**src/hw/rtl/ket_pkg.sv**
```systemverilog
// Shared types and constants for the keyed expiry timer table.
package ket_pkg;

    localparam int ENTRIES  = 16;
    localparam int KEY_BITS = 32;
    localparam int IDX_W    = (ENTRIES > 1) ? $clog2(ENTRIES) : 1;
    localparam int CNT_W    = $clog2(ENTRIES + 1);
    localparam int VAL_W    = 32;
    localparam int HDL_W    = 16;
    localparam int STEP_W   = 16;

    localparam logic [STEP_W-1:0] STEP_RESET = 16'd1;
    localparam logic [VAL_W-1:0]  COUNT_MIN  = 32'h8000_0000;

    localparam logic KIND_STATUS  = 1'b0;
    localparam logic KIND_TIMEOUT = 1'b1;
    localparam logic STAT_OK      = 1'b0;
    localparam logic STAT_FAIL    = 1'b1;

    typedef logic [KEY_BITS-1:0] t_key;

    typedef enum logic [1:0] {
        ACT_START  = 2'd0,
        ACT_UPDATE = 2'd1,
        ACT_STOP   = 2'd2,
        ACT_TICK   = 2'd3
    } t_action;

    typedef enum logic [1:0] {
        ST_IDLE,
        ST_WALK,
        ST_DONE
    } t_state;

    typedef struct packed {
        t_action                action;
        logic [31:0]            key;
        logic signed [VAL_W-1:0] expire_value;
        logic [HDL_W-1:0]       handle;
    } t_cmd;

    typedef struct packed {
        logic             kind;
        logic             status;
        logic [31:0]      out_key;
        logic [HDL_W-1:0] out_handle;
        logic             last;
    } t_res;

endpackage

```
**src/hw/rtl/ket_ram.sv**
```systemverilog
// Generic simple dual-port RAM with registered read.
module ket_ram #(
    parameter int WIDTH = 8,
    parameter int DEPTH = 16
) (
    input  logic                 i_clk,
    input  logic                 i_we,
    input  logic [((DEPTH > 1) ? $clog2(DEPTH) : 1)-1:0] i_wr_addr,
    input  logic [WIDTH-1:0]     i_wr_data,
    input  logic [((DEPTH > 1) ? $clog2(DEPTH) : 1)-1:0] i_rd_addr,
    output logic [WIDTH-1:0]     o_rd_data
);

    logic [WIDTH-1:0] r_mem [DEPTH];
    logic [WIDTH-1:0] r_rd_data;

    always_ff @(posedge i_clk) begin
        if (i_we) begin
            r_mem[i_wr_addr] <= i_wr_data;
        end
        r_rd_data <= r_mem[i_rd_addr];
    end

    assign o_rd_data = r_rd_data;

endmodule

```
**src/hw/rtl/keyed_expiry_timer_table.sv**
```systemverilog
// Keyed expiry timer table: top level with walk sequencer and entry storage.
//
// Commands enter on i_cmd and are taken at a clock edge where start is high
// and busy is low. Start, update and stop each give one status result; tick
// gives one timeout result per expired entry, in slot order, and none when
// nothing expires. The last result of a command has last set.
// Results appear on o_res for one cycle with o_res_valid high; the receiver
// cannot hold them off, and at most one result leaves per cycle.
// From acceptance until busy drops, one key comparator and one saturating
// subtractor walk the 16 slots one per cycle through the single read port
// of the entry RAMs, whose read data is registered before it is examined;
// then a closing state, ST_DONE, commits start, update or stop and
// releases the final result. The final result shows in the first cycle
// after busy falls; earlier timeouts of a tick show while busy is high.
// The tick_step register is written over the cfg channel (always ready) and
// should only change while busy is low. Reset empties the table, sets
// tick_step to 1 and drops any result in flight.
module keyed_expiry_timer_table (
    input  logic                           i_clk,
    input  logic                           i_rst_n,
    input  logic                           start,
    input  ket_pkg::t_cmd                  i_cmd,
    output logic                           busy,
    output logic                           o_res_valid,
    output ket_pkg::t_res                  o_res,
    input  logic                           i_cfg_valid,
    output logic                           o_cfg_ready,
    input  logic [ket_pkg::STEP_W-1:0]     i_cfg_data
);

    ket_pkg::t_state                  r_state, n_state;
    ket_pkg::t_cmd                    r_cmd;
    logic [ket_pkg::CNT_W-1:0]        r_rd_idx, n_rd_idx;
    logic                             r_rd_vld, n_rd_vld;
    logic [ket_pkg::IDX_W-1:0]        r_proc_idx, n_proc_idx;
    logic [ket_pkg::ENTRIES-1:0]      r_valid, n_valid;
    logic                             r_found, n_found;
    logic [ket_pkg::IDX_W-1:0]        r_found_idx, n_found_idx;
    logic                             r_free, n_free;
    logic [ket_pkg::IDX_W-1:0]        r_free_idx, n_free_idx;
    logic                             r_pend, n_pend;
    ket_pkg::t_key                    r_pend_key, n_pend_key;
    logic [ket_pkg::HDL_W-1:0]        r_pend_handle, n_pend_handle;
    logic                             r_res_vld, n_res_vld;
    ket_pkg::t_res                    r_res, n_res;
    logic [ket_pkg::STEP_W-1:0]       r_tick_step;

    logic [ket_pkg::IDX_W-1:0]        rd_addr;
    logic [ket_pkg::IDX_W-1:0]        wr_addr;
    logic                             key_we, cnt_we, hdl_we;
    logic [ket_pkg::VAL_W-1:0]        cnt_wdata;
    ket_pkg::t_key                    key_q;
    logic [ket_pkg::VAL_W-1:0]        cnt_q;
    logic [ket_pkg::HDL_W-1:0]        hdl_q;

    ket_pkg::t_key                    cmd_key;
    logic signed [ket_pkg::VAL_W:0]   diff;
    logic [ket_pkg::VAL_W-1:0]        sat_cnt;
    logic                             expired;
    logic                             slot_live;

    ket_ram #(.WIDTH(ket_pkg::KEY_BITS), .DEPTH(ket_pkg::ENTRIES)) u_key_ram (
        .i_clk     (i_clk),
        .i_we      (key_we),
        .i_wr_addr (wr_addr),
        .i_wr_data (cmd_key),
        .i_rd_addr (rd_addr),
        .o_rd_data (key_q)
    );

    ket_ram #(.WIDTH(ket_pkg::VAL_W), .DEPTH(ket_pkg::ENTRIES)) u_cnt_ram (
        .i_clk     (i_clk),
        .i_we      (cnt_we),
        .i_wr_addr (wr_addr),
        .i_wr_data (cnt_wdata),
        .i_rd_addr (rd_addr),
        .o_rd_data (cnt_q)
    );

    ket_ram #(.WIDTH(ket_pkg::HDL_W), .DEPTH(ket_pkg::ENTRIES)) u_hdl_ram (
        .i_clk     (i_clk),
        .i_we      (hdl_we),
        .i_wr_addr (wr_addr),
        .i_wr_data (r_cmd.handle),
        .i_rd_addr (rd_addr),
        .o_rd_data (hdl_q)
    );

    assign cmd_key   = ket_pkg::t_key'(r_cmd.key);
    assign slot_live = r_valid[r_proc_idx];
    assign expired   = cnt_q[ket_pkg::VAL_W-1] || (cnt_q == '0);

    // Shared subtractor: lower the count, clamp at the most negative value.
    assign diff    = $signed({cnt_q[ket_pkg::VAL_W-1], cnt_q})
                   - $signed({{(ket_pkg::VAL_W + 1 - ket_pkg::STEP_W){1'b0}}, r_tick_step});
    assign sat_cnt = (diff[ket_pkg::VAL_W] != diff[ket_pkg::VAL_W-1])
                   ? ket_pkg::COUNT_MIN : diff[ket_pkg::VAL_W-1:0];

    always_comb begin
        n_state       = r_state;
        n_rd_idx      = r_rd_idx;
        n_rd_vld      = 1'b0;
        n_proc_idx    = r_proc_idx;
        n_valid       = r_valid;
        n_found       = r_found;
        n_found_idx   = r_found_idx;
        n_free        = r_free;
        n_free_idx    = r_free_idx;
        n_pend        = r_pend;
        n_pend_key    = r_pend_key;
        n_pend_handle = r_pend_handle;
        n_res_vld     = 1'b0;
        n_res         = r_res;
        rd_addr       = r_rd_idx[ket_pkg::IDX_W-1:0];
        wr_addr       = r_proc_idx;
        key_we        = 1'b0;
        cnt_we        = 1'b0;
        hdl_we        = 1'b0;
        cnt_wdata     = sat_cnt;

        case (r_state)
            ket_pkg::ST_IDLE: begin
                n_rd_idx = '0;
                n_found  = 1'b0;
                n_free   = 1'b0;
                n_pend   = 1'b0;
                if (start) begin
                    n_state = ket_pkg::ST_WALK;
                end
            end

            ket_pkg::ST_WALK: begin
                // Issue the next slot read.
                if (r_rd_idx < ket_pkg::CNT_W'(ket_pkg::ENTRIES)) begin
                    n_rd_idx   = r_rd_idx + ket_pkg::CNT_W'(1);
                    n_rd_vld   = 1'b1;
                    n_proc_idx = rd_addr;
                end
                // Examine the slot read in the previous cycle.
                if (r_rd_vld) begin
                    if (r_cmd.action == ket_pkg::ACT_TICK) begin
                        if (slot_live) begin
                            if (expired) begin
                                n_valid[r_proc_idx] = 1'b0;
                                // Release the held timeout; it is not the last one.
                                if (r_pend) begin
                                    n_res_vld        = 1'b1;
                                    n_res.kind       = ket_pkg::KIND_TIMEOUT;
                                    n_res.status     = ket_pkg::STAT_OK;
                                    n_res.out_key    = 32'(r_pend_key);
                                    n_res.out_handle = r_pend_handle;
                                    n_res.last       = 1'b0;
                                end
                                n_pend        = 1'b1;
                                n_pend_key    = key_q;
                                n_pend_handle = hdl_q;
                            end else begin
                                cnt_we = 1'b1;
                            end
                        end
                    end else begin
                        if (slot_live && (key_q == cmd_key) && !r_found) begin
                            n_found     = 1'b1;
                            n_found_idx = r_proc_idx;
                        end
                        if (!slot_live && !r_free) begin
                            n_free     = 1'b1;
                            n_free_idx = r_proc_idx;
                        end
                    end
                    if (r_proc_idx == ket_pkg::IDX_W'(ket_pkg::ENTRIES - 1)) begin
                        n_state = ket_pkg::ST_DONE;
                    end
                end
            end

            ket_pkg::ST_DONE: begin
                n_state   = ket_pkg::ST_IDLE;
                cnt_wdata = r_cmd.expire_value;
                if (r_cmd.action == ket_pkg::ACT_TICK) begin
                    if (r_pend) begin
                        n_res_vld        = 1'b1;
                        n_res.kind       = ket_pkg::KIND_TIMEOUT;
                        n_res.status     = ket_pkg::STAT_OK;
                        n_res.out_key    = 32'(r_pend_key);
                        n_res.out_handle = r_pend_handle;
                        n_res.last       = 1'b1;
                    end
                end else begin
                    n_res_vld        = 1'b1;
                    n_res.kind       = ket_pkg::KIND_STATUS;
                    n_res.status     = ket_pkg::STAT_FAIL;
                    n_res.out_key    = 32'(cmd_key);
                    n_res.out_handle = '0;
                    n_res.last       = 1'b1;
                    case (r_cmd.action)
                        ket_pkg::ACT_START: begin
                            if (!r_found && r_free) begin
                                wr_addr             = r_free_idx;
                                key_we              = 1'b1;
                                cnt_we              = 1'b1;
                                hdl_we              = 1'b1;
                                n_valid[r_free_idx] = 1'b1;
                                n_res.status        = ket_pkg::STAT_OK;
                            end
                        end
                        ket_pkg::ACT_UPDATE: begin
                            if (r_found) begin
                                wr_addr      = r_found_idx;
                                cnt_we       = 1'b1;
                                n_res.status = ket_pkg::STAT_OK;
                            end
                        end
                        ket_pkg::ACT_STOP: begin
                            if (r_found) begin
                                n_valid[r_found_idx] = 1'b0;
                                n_res.status         = ket_pkg::STAT_OK;
                            end
                        end
                        default: begin
                        end
                    endcase
                end
            end

            default: begin
                n_state = ket_pkg::ST_IDLE;
            end
        endcase
    end

    always_ff @(posedge i_clk) begin
        if (!i_rst_n) begin
            r_state     <= ket_pkg::ST_IDLE;
            r_rd_vld    <= 1'b0;
            r_rd_idx    <= '0;
            r_valid     <= '0;
            r_found     <= 1'b0;
            r_free      <= 1'b0;
            r_pend      <= 1'b0;
            r_res_vld   <= 1'b0;
            r_tick_step <= ket_pkg::STEP_RESET;
        end else begin
            r_state   <= n_state;
            r_rd_vld  <= n_rd_vld;
            r_rd_idx  <= n_rd_idx;
            r_valid   <= n_valid;
            r_found   <= n_found;
            r_free    <= n_free;
            r_pend    <= n_pend;
            r_res_vld <= n_res_vld;
            if (i_cfg_valid && o_cfg_ready) begin
                r_tick_step <= i_cfg_data;
            end
        end
    end

    always_ff @(posedge i_clk) begin
        if (start && !busy) begin
            r_cmd <= i_cmd;
        end
        r_proc_idx    <= n_proc_idx;
        r_found_idx   <= n_found_idx;
        r_free_idx    <= n_free_idx;
        r_pend_key    <= n_pend_key;
        r_pend_handle <= n_pend_handle;
        r_res         <= n_res;
    end

    assign busy        = (r_state != ket_pkg::ST_IDLE);
    assign o_res_valid = r_res_vld;
    assign o_res       = r_res;
    assign o_cfg_ready = 1'b1;

endmodule

```
**config.mk**
```make
export PLATFORM = sky130hd
export DESIGN_NAME = keyed_expiry_timer_table
export DESIGN_NICKNAME = d
export VERILOG_FILES = /design/src/hw/rtl/ket_pkg.sv /design/src/hw/rtl/ket_ram.sv /design/src/hw/rtl/keyed_expiry_timer_table.sv
export SDC_FILE = /design/constraint.sdc
export NUM_CORES = 2
export LEC_CHECK = 0
export ABC_AREA = 1
export BUFFER_PORTS_ARGS = -buffer_cell sky130_fd_sc_hd__clkbuf_2
export CORE_MARGIN = 2
export CORE_UTILIZATION = 40
export DETAILED_ROUTE_END_ITERATION = 7
export PLACE_DENSITY_LB_ADDON = 0.3
export SETUP_SLACK_MARGIN = 0.15
export SLEW_MARGIN = 10
export SYNTH_ARGS = -nofsm -noshare
export SYNTH_HDL_FRONTEND = slang
export SYNTH_HIERARCHICAL = 1
export SYNTH_SLANG_ARGS = --single-unit
```
**constraint.sdc**
```tcl
create_clock -name i_clk -period 13.1 [get_ports i_clk]
set_input_delay 3.93 -clock i_clk [delete_from_list [all_inputs] [get_ports i_clk]]
set_output_delay 3.93 -clock i_clk [all_outputs]
set_load 0.1 [all_outputs]
```
## Word level (Yosys, flattened, before mapping)

Memories as Yosys holds them, arrays and structs flattened. A register that Yosys moved wholly into a read port is not among the register bits.
Index checks and enable logic that the tools add are counted.

- Memories: 3
- Bits in writable memories: 1280
- Input bits: 102
- Register bits: 237
- Word-level logic and storage cells: 175
- Output and inout port bits: 54

Memories:

| memory | words | width | read ports | clocked after memory_dff | wr ports | RTL line | source |
|---|---|---|---|---|---|---|---|
| u_cnt_ram.r_mem | 16 | 32 | 1 | 1 | 1 | ket_ram.sv:14 | `logic [WIDTH-1:0] r_mem [DEPTH];` |
| u_key_ram.r_mem | 16 | 32 | 1 | 1 | 1 | ket_ram.sv:14 |  |
| u_hdl_ram.r_mem | 16 | 16 | 1 | 1 | 1 | ket_ram.sv:14 |  |

- Mux-type cells: 78
- Reduce and logical (&&, ||, !) cells: 32
- Add/sub/neg operators: 2
- Eq/ne operators: 24
- Order comparisons: 7
- Bitwise logic cells: 6

Operator list:

| operator | number |
|---|---|
| 51-bit 2-to-1 mux | 7 |
| 16-bit 2-to-1 mux | 7 |
| 51-bit one-hot mux with 2 select lines | 1 |
| 32-bit 2-to-1 mux | 2 |
| 16-bit one-hot mux with 2 select lines | 2 |
| 1-bit 2-to-1 mux | 37 |
| 32-bit by 17-bit subtractor with 33-bit output | 1 |
| 16-bit AND | 2 |
| 32-bit == test | 1 |
| 32-bit zero test | 1 |
| 16-bit inverter | 2 |
| 2-bit != test, second input constant | 12 |
| 4-bit 2-to-1 mux | 4 |
| 16-bit bitwise OR | 1 |
| 4-bit AND reduction | 4 |
| 4-bit by 5-bit < comparator with 1-bit output, second input constant | 3 |
| 1-bit one-hot mux with 2 select lines | 7 |
| 1-bit demux with 4-bit select | 3 |
| 4-bit by 1-bit greater-or-equal comparator with 1-bit output, second input constant | 3 |
| 5-bit one-hot mux with 2 select lines | 1 |
| 5-bit AND reduction | 2 |
| 3-bit != test, second input constant | 3 |
| 9-bit AND reduction | 1 |
| 1-bit logical AND | 8 |
| 21 further kinds | 34 |

## Depth between registers and ports, before layout

- Depth after elaboration: 11
- Mapped depth: 21
- Depth with buffers taken out: 21

## Hierarchy

The synthesis kept the hierarchy.

By module, submodules not included:

| module | cells each | times used | seq. area each (um2) | area each (um2) |
|---|---|---|---|---|
| ket_ram (u_cnt_ram ...) | 2120 | 2 | 16015.4 | 22730.6 |
| keyed_expiry_timer_table | 1314 | 1 | 6676.4 | 11706.2 |
| ket_ram (u_hdl_ram) | 1074 | 1 | 8007.7 | 11380.9 |

## Least setup slack after synthesis

OpenSTA, ideal clock, no wires.

- Kind: input-to-reg
- From: input start
- To: register r_cmd (netlist bit cmd_key[0]) (enable)
- Slack: 7.101 ns
- Library setup time: 0.436 ns
- Stages on the path: 2
- Required time: 12.664 ns
- Data arrival time: 5.563 ns
- Buffers on the path: 0
- Cell sequence: nand2_1 > inv_1

- Longest elaborated chain between the ends: 1

Ends and longest elaborated chain:

| what | RTL line | source |
|---|---|---|
| start, declared | keyed_expiry_timer_table.sv:21 | `input logic start,` |
| 1-bit logical AND | keyed_expiry_timer_table.sv:259 | `if (start && !busy) begin` |
| end signal, assigned | keyed_expiry_timer_table.sv:260 | `r_cmd <= i_cmd;` |
| end, declared | keyed_expiry_timer_table.sv:32 | `ket_pkg::t_cmd r_cmd;` |

Every way passes these cells.
A chain may end at the register's enable or synchronous reset.

## Worst setup path after layout

- From: register r_state[1]
- To: output busy

- Longest elaborated chain between the ends: 1

Ends and longest elaborated chain:

| what | RTL line | source |
|---|---|---|
| start, declared | keyed_expiry_timer_table.sv:31 | `ket_pkg::t_state r_state, n_state;` |
| start signal, assigned | keyed_expiry_timer_table.sv:234 | `r_state <= ket_pkg::ST_IDLE;` |
| start signal, assigned | keyed_expiry_timer_table.sv:244 | `r_state <= n_state;` |
| 2-bit nonzero test | keyed_expiry_timer_table.sv:270 | `assign busy = (r_state != ket_pkg::ST_IDLE);` |
| end, declared | keyed_expiry_timer_table.sv:23 | `output logic busy,` |

Every way passes these cells.

==> impl_metrics.env <==
export IMPL_cts_setup_buffers=0
export IMPL_synth_nets=6756
export IMPL_synthesis_area_mm2=0.0685
export IMPL_clock_sinks=1597
export IMPL_hold_buffers=0
export IMPL_place_ws_ns=7.38
export IMPL_num_vias=45900
export IMPL_timing_final_ws_setup_ns=7.13
export IMPL_yosysWarnings=6
export IMPL_finalCriticalPeriod_ns=5.97
export IMPL_clkTransAtPathRegs_ns=0.06
export IMPL_relSlewSlack_pct=14.4
export IMPL_synthCells=6628
export IMPL_setup_tns_ns=0
export IMPL_cts_buffers=162
export IMPL_ctsHtreeMaxLevel=4
export IMPL_status="finished clean"
export IMPL_p_int_mw=9.77
export IMPL_finalNetCount=6874
export IMPL_yosysUniqueCellTypes=52
export IMPL_hold_violations=0
export IMPL_syn_avg_cell_area_um2=10.3
export IMPL_ys_flop_type="edfxtp_1"
export IMPL_antenna_found_initial=3
export IMPL_dp_cells=8800
export IMPL_end_kind="output port"
export IMPL_grt_use_total_pct=20.9
export IMPL_power_leakage_nw=31.7
export IMPL_dieHeight_um=418
export IMPL_p_seq_share_pct=46.0
export IMPL_path_buf_inv=3
export IMPL_initial_utilization_pct=40.4
export IMPL_grtUsageMet2_pct=36.5
export IMPL_share_clk_of_total_power_pct=29.7
export IMPL_met3_usage_pct=2.83
export IMPL_power_density_mw_per_mm2=195
export IMPL_nFillCells=15500
export IMPL_cp_common_cell="inv_1"
export IMPL_maxCapViolations=0
export IMPL_ys_async_sr_fraction_pct=0
export IMPL_ir_drop_mv=0.133
export IMPL_antenna_left=0
export IMPL_crit_family="buffers and inverters"
export IMPL_avgViaCountPerCell=5.04
export IMPL_totalWireLength_mm=185
export IMPL_synth_edff_count=1473
export IMPL_setup_viol=0
export IMPL_cp_start_kind="flip-flop"
export IMPL_cts_repair_resized=0
export IMPL_yosysSeqAreaShare_pct=68.1
export IMPL_port_buffers=154
export IMPL_p_switching_mw=5.09
export IMPL_ff_latch_area_mm2=0.0467
export IMPL_grt_busiest_layer="met2"
export IMPL_cts_tree="done"
export IMPL_die_w_um=418
export IMPL_fin_worst_skew_ns=0.0429
export IMPL_detail_route_wl_per_cell_um=20.3
export IMPL_tightest_slew_ns=1.28
export IMPL_grt_max_degree=179
export IMPL_critical_path_cell_chain="inv_1 > ha_1 > inv_1 > clkbuf_2"
export IMPL_use_met1_pct=25.8
export IMPL_path_class="reg2out"
export IMPL_switching_share_pct=34.3
export IMPL_drt_iter0_drc=4309
export IMPL_min_period_over_period_pct=45.6
export IMPL_io_pins=156
export IMPL_grt_ovfl_total=0
export IMPL_slew_viol_final=0
export IMPL_clock_path_buffers=3
export IMPL_drive_above_1_share_pct=8.15
export IMPL_holdCritPathClass="reg2reg"
export IMPL_multi_input_area_mm2=0.0159
export IMPL_max_stage_delay_ns=0.48
export IMPL_dp_hpwl_mm=102
export IMPL_clk_latency_ns=0.82
export IMPL_max_freq_mhz=167
export IMPL_finalNonFillerCells=9102
export IMPL_first_pass_iters=6
export IMPL_crit_slowest_cell="clkbuf_2"
export IMPL_antenna_cells=0
export IMPL_clockRootBuffer="clkbuf_16"
export IMPL_power_frac_comb_pct=24.3
export IMPL_grt_pass1_vias=43900
export IMPL_drc_errors=0
export IMPL_gp_congestion=0.923
export IMPL_rows=151
export IMPL_core_area_mm2=0.170
export IMPL_synth_seq_cells=1597
export IMPL_dieArea_mm2=0.175
export IMPL_area_growth_pct=11.3
export IMPL_critPathArrivalTime_ns=2.04
export IMPL_crit_fanout=4
export IMPL_grt_pass1_wl_mm=273
export IMPL_rsz0062_at_grt="no"
export IMPL_worst_endpoint_required_ns=9.17
-- cell usage in the layout, fill, tap and decap left out, types with 9 or more instances in the layout --
master / instances
nand2_1: 2059
edfxtp_1: 1473
inv_1: 1127
nand3_1: 1023
clkbuf_16: 164
clkbuf_2: 154
nor2_1: 149
dfxtp_1: 120
buf_4: 90
o21ai_0: 81
a21oi_1: 80
clkbuf_1: 63
nor2_4: 36
ha_1: 24
clkinv_1: 23
clkinv_2: 22
nor2_2: 18
nor3_1: 14
o22ai_1: 12
nand4_1: 12
or2_2: 12
clkbuf_8: 12
a221oi_1: 11
inv_2: 10
nand3b_1: 9
inv_6: 9
-- flip-flops by register name, indices dropped and copies added (netlist names), 5 cells and up --
name and count:
u_hdl_ram/r_mem 256, r_cmd 50, o_res 51, u_cnt_ram/o_rd_data 32, r_rd_idx 5, u_key_ram/o_rd_data 32, cmd_key 32, u_cnt_ram/r_mem 512
r_tick_step 16, r_valid 16, u_key_ram/r_mem 512, r_pend_handle 16, u_hdl_ram/o_rd_data 16, r_pend_key 32
-- cell type report --
cell class | instances | share of cell area, %
clock inverters | 63 | 0.703
inverters | 1145 | 5.67
multi-input cells | 3593 | 20.9
flip-flops and latches | 1597 | 61.2
well taps | 2218 | 3.64
clock buffers | 239 | 5.90
repair buffers | 247 | 1.97
-- power groups by stage --
stage | clock (mW) | combinational [mW] | sequential (mW)
3_3_place_gp | 0 | 3.55 | 6.92
2_1_floorplan | 0 | 2.33 | 7.18
5_1_grt | 4.70 | 3.99 | 6.87
3_5_place_dp | 0 | 3.61 | 6.94
4_1_cts | 4.49 | 3.62 | 6.83
6_report | 4.41 | 3.62 | 6.83
-- cells by family (layout without fill, tap and decap cells) --
kind of cell,Yosys count,in the layout,synth area share [%]
AOI/OAI and AO/OA,207,207,1.69
other,1,1,0.00547
xor gates and xnor gates,11,11,0.141
buffers and inverters,1438,1694,9.05
DFF,1597,1597,68.1
adders and majority gates,26,26,0.486
and+or+nand+nor,3348,3348,20.5
-- path summary, 6_finish.rpt --
kind | from | endpoint | slack, ns | cells past startpoint
setup / recovery | r_state[1] | busy | 7.13 | 4
hold / removal | u_hdl_ram/o_rd_data[12] | r_pend_handle[12] | 0.40 | 0
hold reg to reg | u_hdl_ram/o_rd_data[12] | r_pend_handle[12] | 0.40 | 0
setup reg to reg | r_tick_step[0] | u_cnt_ram/r_mem[12][12] | 8.19 | 19
-- worst reg2reg max path, cell delays in order (launching register included) --
cell,delay [ns]
dfxtp_1,0.50
ha_1,0.21
inv_1,0.06
fa_1,0.37
nand2_1,0.09
o21ai_0,0.16
nand2_1,0.11
nand2_1,0.14
nand2_1,0.09
nand2_1,0.10
nand2_1,0.10
nand2_1,0.06
o21ai_0,0.15
inv_1,0.06
ha_1,0.34
nor2_2,0.84
inv_1,0.44
a21oi_1,0.21
o21ai_0,0.20
nand2_1,0.42
-- metrics by stage --
stage | power [mW] | hold WS, ns | cell area [µm²] | utilization, %
floorplan | 9.51 | 0.386 | 68500 | -
global placement | 10.5 | 0.390 | 71300 | 42.0
detailed placement | 10.5 | 0.390 | 71300 | 42.0
CTS | 14.9 | 0.403 | 76300 | 44.9
global route | 15.6 | 0.416 | 76300 | 44.9
finish | 14.9 | 0.398 | 76300 | 44.9
-- metal layers --
layer | up-vias | wire length (µm)
met2 | 1608 | 92700
met4 | 2 | 7780
met1 | 22100 | 73800
met3 | 405 | 10500
li1 | 21800 | -
met5 | - | 11
-- cells in the mapped netlist (7+ instances only) --
cell / instances / area, µm²
a211oi_1: 7 / 52.6
a21oi_1: 80 / 400
a221oi_1: 11 / 96.3
buf_1: 34 / 128
buf_2: 103 / 515
buf_4: 33 / 248
buf_6: 66 / 743
clkbuf_1: 53 / 199
dfxtp_1: 124 / 2480
edfxtp_1: 1473 / 44200
ha_1: 25 / 313
inv_1: 1134 / 4260
inv_2: 9 / 33.8
nand2_1: 2059 / 7730
nand3_1: 1023 / 5120
nand3b_1: 9 / 67.6
nand4_1: 12 / 75.1
nor2_1: 199 / 747
nor3_1: 14 / 70.1
o21ai_0: 81 / 405
o22ai_1: 12 / 75.1
or2_2: 12 / 75.1
xnor2_1: 7 / 61.3
Power figures use the tool's default switching activity.
